File: config.mk
export PLATFORM = sky130hd
export DESIGN_NAME = mstt_cell
export DESIGN_NICKNAME = d
export VERILOG_FILES = /design/src/design/mstt_pkg.sv /design/src/design/mstt_cell.sv
export SDC_FILE = /design/constraint.sdc
export NUM_CORES = 1
export LEC_CHECK = 0
export CORE_MARGIN = 3
export CORE_UTILIZATION = 40
export CTS_CLUSTER_SIZE = 20
export DETAILED_ROUTE_END_ITERATION = 8
export DONT_BUFFER_PORTS = 1
export SETUP_SLACK_MARGIN = 0.15
export SYNTH_ARGS = -nofsm -noshare
export SYNTH_HDL_FRONTEND = slang
export SYNTH_SLANG_ARGS = --single-unit
File: constraint.sdc
create_clock -name clk -period 5 [get_ports clk]
set_input_delay 0.75 -clock clk [delete_from_list [all_inputs] [get_ports clk]]
set_output_delay 0.75 -clock clk [all_outputs]
set_load 0.02 [all_outputs]
File: src/design/mstt_pkg.sv
package mstt_pkg;

	localparam int unsigned ACTION_W = 2;
	localparam int unsigned PERIOD_W = 32;
	localparam int unsigned TAG_IN_W = 16;
	localparam int unsigned SLOT_ID_W = 6;
	localparam int unsigned KIND_W = 3;
	localparam int unsigned SLOT_OUT_W = 5;
	localparam int unsigned STEP_W = 16;
	localparam logic [STEP_W-1:0] STEP_RESET = 16'd100;

	typedef enum logic [ACTION_W-1:0] {
		ACT_TICK = 2'd0,
		ACT_SET = 2'd1,
		ACT_CANCEL = 2'd2
	} action_t;

	typedef enum logic [KIND_W-1:0] {
		KIND_SET_OK = 3'd0,
		KIND_SET_FULL = 3'd1,
		KIND_CANCEL_DONE = 3'd2,
		KIND_FIRED = 3'd3,
		KIND_TICK_DONE = 3'd4
	} kind_t;

	// Command fields broadcast to every cell.
	typedef struct packed {
		logic set;
		logic tick;
		logic cancel;
		logic [PERIOD_W-1:0] period;
		logic repeat_req;
		logic [TAG_IN_W-1:0] user_tag;
		logic [SLOT_ID_W-1:0] slot_id;
		logic [STEP_W-1:0] step;
	} cmd_t;

	// Token handed from cell to cell during a walk.
	typedef struct packed {
		logic valid;
		logic taken;
		logic [SLOT_ID_W-1:0] slot;
	} tok_t;

	// Fire event of the cell that holds the token.
	typedef struct packed {
		logic fire;
		logic [TAG_IN_W-1:0] tag;
	} evt_t;

endpackage

File: src/design/mstt_cell.sv
module mstt_cell #(
	parameter int CELL_IDX = 0,
	parameter int TAG_BITS = 16
) (
	input logic clk,
	input logic arst_n,
	input logic adv,
	input mstt_pkg::cmd_t cmd,
	input mstt_pkg::tok_t tok_in,
	output mstt_pkg::tok_t tok_out,
	output mstt_pkg::evt_t evt
);

	localparam logic [mstt_pkg::SLOT_ID_W-1:0] IDX = mstt_pkg::SLOT_ID_W'(CELL_IDX);

	logic [mstt_pkg::PERIOD_W-1:0] period_q;
	logic [mstt_pkg::PERIOD_W-1:0] count_q;
	logic repeat_q;
	logic [TAG_BITS-1:0] tag_q;
	mstt_pkg::tok_t tok_q;

	logic here;
	logic active;
	logic [mstt_pkg::PERIOD_W:0] sum;
	logic fire;
	logic alloc;

	assign here = tok_q.valid;
	assign active = (period_q != '0);
	assign sum = {1'b0, count_q} + (mstt_pkg::PERIOD_W+1)'(cmd.step);
	assign fire = here && cmd.tick && active && (sum >= {1'b0, period_q});
	assign alloc = here && cmd.set && !tok_q.taken && !active;

	assign tok_out.valid = tok_q.valid;
	assign tok_out.taken = tok_q.taken | alloc;
	assign tok_out.slot = alloc ? IDX : tok_q.slot;

	assign evt.fire = fire;
	assign evt.tag = fire ? mstt_pkg::TAG_IN_W'(tag_q) : '0;

	// Token and free/active marker
	always_ff @(posedge clk or negedge arst_n) begin
		if (!arst_n) begin
			tok_q <= '0;
			period_q <= '0;
		end else begin
			if (adv) begin
				tok_q <= tok_in;
			end
			if (cmd.cancel && (cmd.slot_id == IDX)) begin
				period_q <= '0;
			end else if (adv && alloc) begin
				period_q <= cmd.period;
			end else if (adv && fire && !repeat_q) begin
				period_q <= '0;
			end
		end
	end

	// Slot payload
	always_ff @(posedge clk) begin
		if (adv && alloc) begin
			count_q <= '0;
			repeat_q <= cmd.repeat_req;
			tag_q <= TAG_BITS'(cmd.user_tag);
		end else if (adv && here && cmd.tick && active) begin
			count_q <= fire ? '0 : sum[mstt_pkg::PERIOD_W-1:0];
		end
	end

endmodule

==> results of run 1 <==
[flip-flops by register name, indices dropped and copies added (netlist names)]
name and flops:
here 1, period_q 32, count_q 32, tok_q 7, tag_q 16, repeat_q 1
[where the power goes]
| group | total [mW] | internal, mW | switching (mW) | leakage [nW] |
|---|---|---|---|---|
| sequential | 1.02 | 0.880 | 0.138 | 0.947 |
| clock | 0.767 | 0.479 | 0.288 | 0.169 |
| combinational | 1.98 | 0.934 | 1.05 | 1.55 |
[worst max-delay path by stage]
stage	start	end	cells past startpoint
detailed placement	cmd[0]	evt[0]	18
floorplan	cmd[0]	evt[10]	22
global route	cmd[1]	evt[0]	18
global placement	cmd[0]	evt[2]	18
CTS	cmd[1]	evt[0]	18
finish	cmd[1]	evt[6]	18
[placed cells by master, fill, tap and decap left out, types with 4 or more instances in the layout]
cell type,Yosys,routed
a21o_1,8,8
a21oi_1,27,24
a22o_1,53,53
a31oi_1,4,4
and2_4,0,16
and3_1,7,5
buf_4,4,34
buf_6,4,4
clkbuf_16,0,9
dfrtp_1,40,40
dfxtp_1,32,30
edfxtp_1,17,17
ha_1,48,40
ha_4,0,8
inv_1,45,44
mux2_2,8,8
nand2_1,22,22
nand3_1,16,15
nand4_1,13,13
nor2_1,17,13
nor2b_1,7,6
nor3_1,5,4
nor4_1,11,11
o21a_1,4,4
o21ai_0,16,12
or3_1,4,4
xnor2_1,21,19
xor2_1,8,7
[cell families (layout without fill, tap and decap cells)]
family | Yosys count | in the layout | share of synthesized area, %
compound gates | 143 | 143 | 20.3
flops | 89 | 89 | 40.9
simple gates | 135 | 135 | 14.4
xor+xnor | 29 | 29 | 4.82
buf+inv | 71 | 101 | 6.13
mux | 8 | 8 | 1.71
fa+ha+maj | 49 | 49 | 11.8
[worst reg2reg max path: stages, from the launching register on]
cell and delay (ps):
dfxtp_2 350, ha_4 270, a21oi_2 50, nand4b_1 230, a211o_1 320, and4_4 160
or3b_4 430, nor2_4 110, xor2_1 80, ha_1 310, buf_4 110, buf_4 90
nand4_1 90, nor3_1 200, buf_4 150, a41o_1 170, and3b_2 240, buf_4 180
o31a_4 480, a22o_1 290
[metrics by stage]
step           std cells  power, mW  setup WS (ps)
5_1_grt              726       4.05           -218
6_report             726       3.77          -39.8
3_3_place_gp         702       2.75          -76.7
2_1_floorplan        524       2.32           12.6
3_5_place_dp         702       2.79           -105
4_1_cts              723       3.68          -28.2
[final cells by class]
class / count / share of cell area, %
Clock buffer: 12 / 4.22
Inverter: 46 / 2.74
Sequential cell: 89 / 34.2
Timing Repair Buffer: 39 / 5.08
Tap cell: 172 / 3.41
Clock inverter: 4 / 1.17
Multi-Input combinational cell: 364 / 49.2
[cells in the mapped netlist, drive strengths merged (13+ instances only)]
library cell | n | area (sq um)
inv | 45 | 169
ha | 48 | 601
dfxtp | 32 | 641
nand2 | 22 | 82.6
a21oi | 27 | 135
nor2 | 18 | 70.1
nand3 | 16 | 80.1
edfxtp | 17 | 510
buf | 16 | 115
dfrtp | 40 | 1000
o21ai | 17 | 85.1
and2 | 18 | 113
nand4 | 13 | 81.3
xnor2 | 21 | 184
a22o | 53 | 464
[routing by layer]
layer | wire length (um) | track usage [%]
met4 | 358 | 7.01
met3 | 569 | 4.21
met5 | 0 | 0
met2 | 6950 | 33.8
met1 | 5960 | 23.9
[what timing repair did]
action,4_1_cts,5_1_grt
gates resized for setup,28,16
cloned,1,0
setup buffers,4,3
endpoints found under the setup margin,17,17
pin swaps,23,12
==> impl_metrics.toml, run 1 <==
[status]
status = "finished with violations"
violations = "negative setup slack"

[placement]
hpwl_mm = 10.5
dpl-instance-area_sq_mm = 0.00572
gp_congestion = 0.915
port_buffers = 0

[detailed_routing]
finalWirelength_mm = 13.8
vias = 4144
drt_iter0_markers = 217
firstDrtPassIters = 4
antenna_left = 0
drt_drc_violations_left = 0
avgRoutedWirePerCell_um = 19.1
vias_per_cell = 5.71

[layout]
n_fill_cell = 1195
ff_latch_area_sq_mm = 0.00216
stdcell_area_sq_mm = 0.00631
nNetsFinal = 683
layout-drive-gt1-share_pct = 22.9
n_antenna_cell = 0
multi_input_area_sq_mm = 0.00311
area_delta_synth_final_pct = 19.9
fin_util_pct = 49.6

[clocking]
cts_root_buffer = "clkbuf_16"
tritoncts = "done"
cts_buffers = 9
clk_latency_ps = 350
path_clk_slew_ps = 60
cts.sinks = 89
h-tree-depth = 3
ctsHoldBuffers = 0
cts_buffer_depth = 2

[timing]
worst_pin_slew_ps = 803
min_period_over_period_pct = 101
fmax_mhz = 198
skew_ps = 5.56
fin_ws_ps = -39.8
final_max_slew_viol_count = 0
hold-worst-slack_ps = 89.2
fin_crit_ps = 5040
final-setup-viol-count = 17
rsz0062_at_grt = "yes"
hold_viol = 0
slew_headroom_pct = 46.1
tns_ps = -598

[worst_setup_path]
r2r-end = "period_q[14]"
r2r_slack_ps = 590
cp_num_buf_inv = 1
path_class = "in -> out"
crit_chain = "ha_4, a21oi_2, nand4b_1, a211o_1, and4_4, or3b_4, nor2_4, xor2_1, ha_1, o21ai_1, a21oi_1, a221o_1, o21bai_4, o221ai_2, and3b_2, nor2_4, buf_6, and2_4"
slowest_delay_ps = 430
cp.required_ps = 4250
critPathSlowestCell = "or3b_4"
reg2reg_from = "count_q[1]"
cpMostUsedCell = "nor2_4"
worst_setup_path_end_kind = "output pin"
r2r_cells = 19
cp_top_family = "simple AND/OR/NAND/NOR gates"
cp_max_fo = 5
cp.arrival_ps = 4290
startpoint_type = "input port"

[grt]
grt_pass1_vias = 4223
grt_pass1_wl_mm = 22.0
grtUsageTotal_pct = 19.5
antenna_found_initial = 0
overflow = 0
grt_max_degree = 41

[power]
peakVddDrop_uv = 287
p_leak_nw = 2.66
power_density_mw_per_mm2 = 597

[floorplan]
core_sq_mm = 0.0127
floorplan.rows = 41
die_w_um = 121
dieArea_sq_mm = 0.0146
die_y_um = 121
start_util_pct = 41.4
ios = 110

[synthesis]
yosysSeqAreaShare_pct = 40.9
syn_inst = 524
yosys_warnings = 0
syn_nets = 658
syn-mean-instance-area_sq_um = 10.0
syn-cell-area_sq_mm = 0.00527
synth_cell_types = 61
ys.flop_type = "dfrtp_1"
ys_ff_latch = 89
synth-edff-count = 17
synth-async-reset-ratio_pct = 44.9

[flow_run]
maxCapViolations = 0

[worst_hold_path]
hp-class = "in -> async"
(Power assumes the default switching activity.)
==> run 2: changes to the inputs <==
==> constraint.sdc (replaced) <==
create_clock -name clk -period 5 [get_ports clk]
set_input_delay 1 -clock clk [delete_from_list [all_inputs] [get_ports clk]]
set_output_delay 1 -clock clk [all_outputs]
set_load 0.02 [all_outputs]
==> run 2 against run 1 <==
  * The flow still finishes with violations (negative setup slack)
  * Final cell count increased by 5.5%
  * Sequential power hardly changed
  * Cell area up 3.7%
  * Worst hold slack gained 250 ps
  * Via count rose by 4.8%
  * Core utilization grew 1.8 points
  * Non-clock buffer count grew 36
  * Flip-flop and latch count unchanged
  * Maximum frequency shrank 11%
  * Total power grew 5.5%
  * Count of clock-buffer cells in the layout unchanged
  * Global-route usage increased by 0.92 points
  * Critical path type unchanged
  * Highest routed layer unchanged
==> impl_metrics.toml, run 2 (synthesis gave the netlist of run 1 again) <==
[status]
status = "finished with violations"
violations = "negative setup slack"

[worst_setup_path]
cp_max_fo = 8
cp_num_buf_inv = 0
path_class = "in -> out"
critPathLaunch = "cmd[12]"
cp.depth = 17
worst_setup_path_end_kind = "output pin"
cp_top_family = "compound AO/OA/AOI/OAI gates"
cp-endpoint = "evt[13]"
startpoint_type = "input port"
slowest_delay_ps = 360
crit_chain = "ha_1, a21oi_1, a21oi_1, a2111oi_4, o22ai_4, and2b_1, and3_1, xor2_2, ha_1, o21ai_1, o21ai_1, a221o_1, o21bai_1, o221ai_2, and3b_2, nor2_4, and2_4"
cp.arrival_ps = 4660
critPathSlowestCell = "a221o_1"
r2r_slack_ps = 500
reg2reg_from = "count_q[1]"
r2r-end = "period_q[18]"
r2r_cells = 18
cp.required_ps = 4000

[grt]
grt_max_degree = 41
antenna_found_initial = 0
grtUsageTotal_pct = 20.4
grt_pass1_wl_mm = 23.2
grt_pass1_vias = 4566
overflow = 0

[layout]
fin_util_pct = 51.4
n_fill_cell = 1202
area_delta_synth_final_pct = 24.3
nNetsFinal = 723
final_cell_mix = "buf_4, a22o_1, inv_1"
ff_latch_area_sq_mm = 0.00215
reg_top3 = "count_q: 32 flops, period_q: 32 flops, tag_q: 16 flops"
final_common_cell = "buf_4"
layout-drive-gt1-share_pct = 25.6
n_antenna_cell = 0
multi_input_area_sq_mm = 0.00308

[timing]
worst_pin_slew_ps = 837
skew_ps = 11.3
final-setup-viol-count = 17
final_max_slew_viol_count = 0
min_period_over_period_pct = 113
tns_ps = -10780
hold_viol = 0
slew_headroom_pct = 43.9
fin_crit_ps = 5660
rsz0062_at_grt = "yes"
hold-worst-slack_ps = 343
fin_ws_ps = -656
fmax_mhz = 177

[power]
total_power_mw = 3.97
clkPwrFrac_pct = 18.6
p_leak_nw = 2.84
p_sw_mw = 1.53
pwr-share-seq_pct = 25.3
peakVddDrop_uv = 227
power.internal_mw = 2.44
power_density_mw_per_mm2 = 607
sw_frac_of_total_pct = 38.5
pwr-share-comb_pct = 56.0

[floorplan]
floorplan.rows = 41
core_sq_mm = 0.0127
start_util_pct = 41.4
ios = 110
die_y_um = 121
dieArea_sq_mm = 0.0146
die_w_um = 121

[clocking]
tritoncts = "done"
cts_buffer_depth = 2
cts_root_buffer = "clkbuf_16"
h-tree-depth = 3
cts.sinks = 89
ctsHoldBuffers = 0
cts_buffers = 9
clk_latency_ps = 350
path_clk_slew_ps = 70

[detailed_routing]
finalWirelength_mm = 14.8
antenna_left = 0
wl_met3_um = 602
vias = 4342
drt_drc_violations_left = 0
drt_iter0_markers = 305
vias_per_cell = 5.67
wl_met1_mm = 6.27
wl_met2_mm = 7.51
firstDrtPassIters = 4
avgRoutedWirePerCell_um = 19.3
top_layer = "met4"

[placement]
hpwl_mm = 11.3
port_buffers = 0
post-place-ws_ps = -693
gp_congestion = 1.01

[flow_run]
maxCapViolations = 0

[worst_hold_path]
hp-class = "in -> async"
run 2: area by class of cell:
type | instances | area share [%]
repair buffers | 75 | 9.18
clock inverters | 4 | 1.19
multi-input cells | 368 | 47.0
flip-flops and latches | 89 | 32.9
inverters | 46 | 2.64
well taps | 172 | 3.29
clock buffers | 12 | 3.77
run 2: worst min-delay path by stage:
| stage | from | to | slack [ps] | cells past startpoint |
|---|---|---|---|---|
| 3_3_place_gp | count_q[15] | count_q[15] | 470 | 1 |
| 5_1_grt | arst_n | period_q[15] | 330 | 0 |
| 2_1_floorplan | count_q[14] | count_q[14] | 440 | 2 |
| 4_1_cts | arst_n | period_q[24] | 330 | 0 |
| 3_5_place_dp | count_q[4] | count_q[4] | 470 | 1 |
| 6_report | arst_n | period_q[14] | 340 | 0 |
run 2: through the flow:
stage,cell area [sq um],cells
5_1_grt,6540,766
3_5_place_dp,6030,740
4_1_cts,6440,760
3_3_place_gp,6030,740
2_1_floorplan,5430,524
6_report,6540,766
run 2: repair_timing:
| action | 4_1_cts | 5_1_grt |
|---|---|---|
| gates resized for setup | 14 | 10 |
| gates cloned | 2 | 2 |
| setup endpoints to repair | 17 | 49 |
| pin swaps | 5 | 21 |
| setup buffers | 2 | 4 |
| hold endpoints to repair | 0 | 0 |
run 2: power groups by stage:
stage / sequential [mW] / clock (mW) / combinational (mW)
6_report: 1.01 / 0.740 / 2.23
4_1_cts: 1.01 / 0.756 / 2.13
3_5_place_dp: 1.02 / 0 / 2.03
2_1_floorplan: 0.964 / 0 / 1.36
5_1_grt: 1.03 / 0.781 / 2.45
3_3_place_gp: 1.01 / 0 / 1.97
run 2: per-layer routing:
metal	track usage [%]	vias to the layer above
met2	36.3	111
met4	8.36	0
met5	0	-
li1	-	2069
met1	24.3	2130
met3	3.74	32
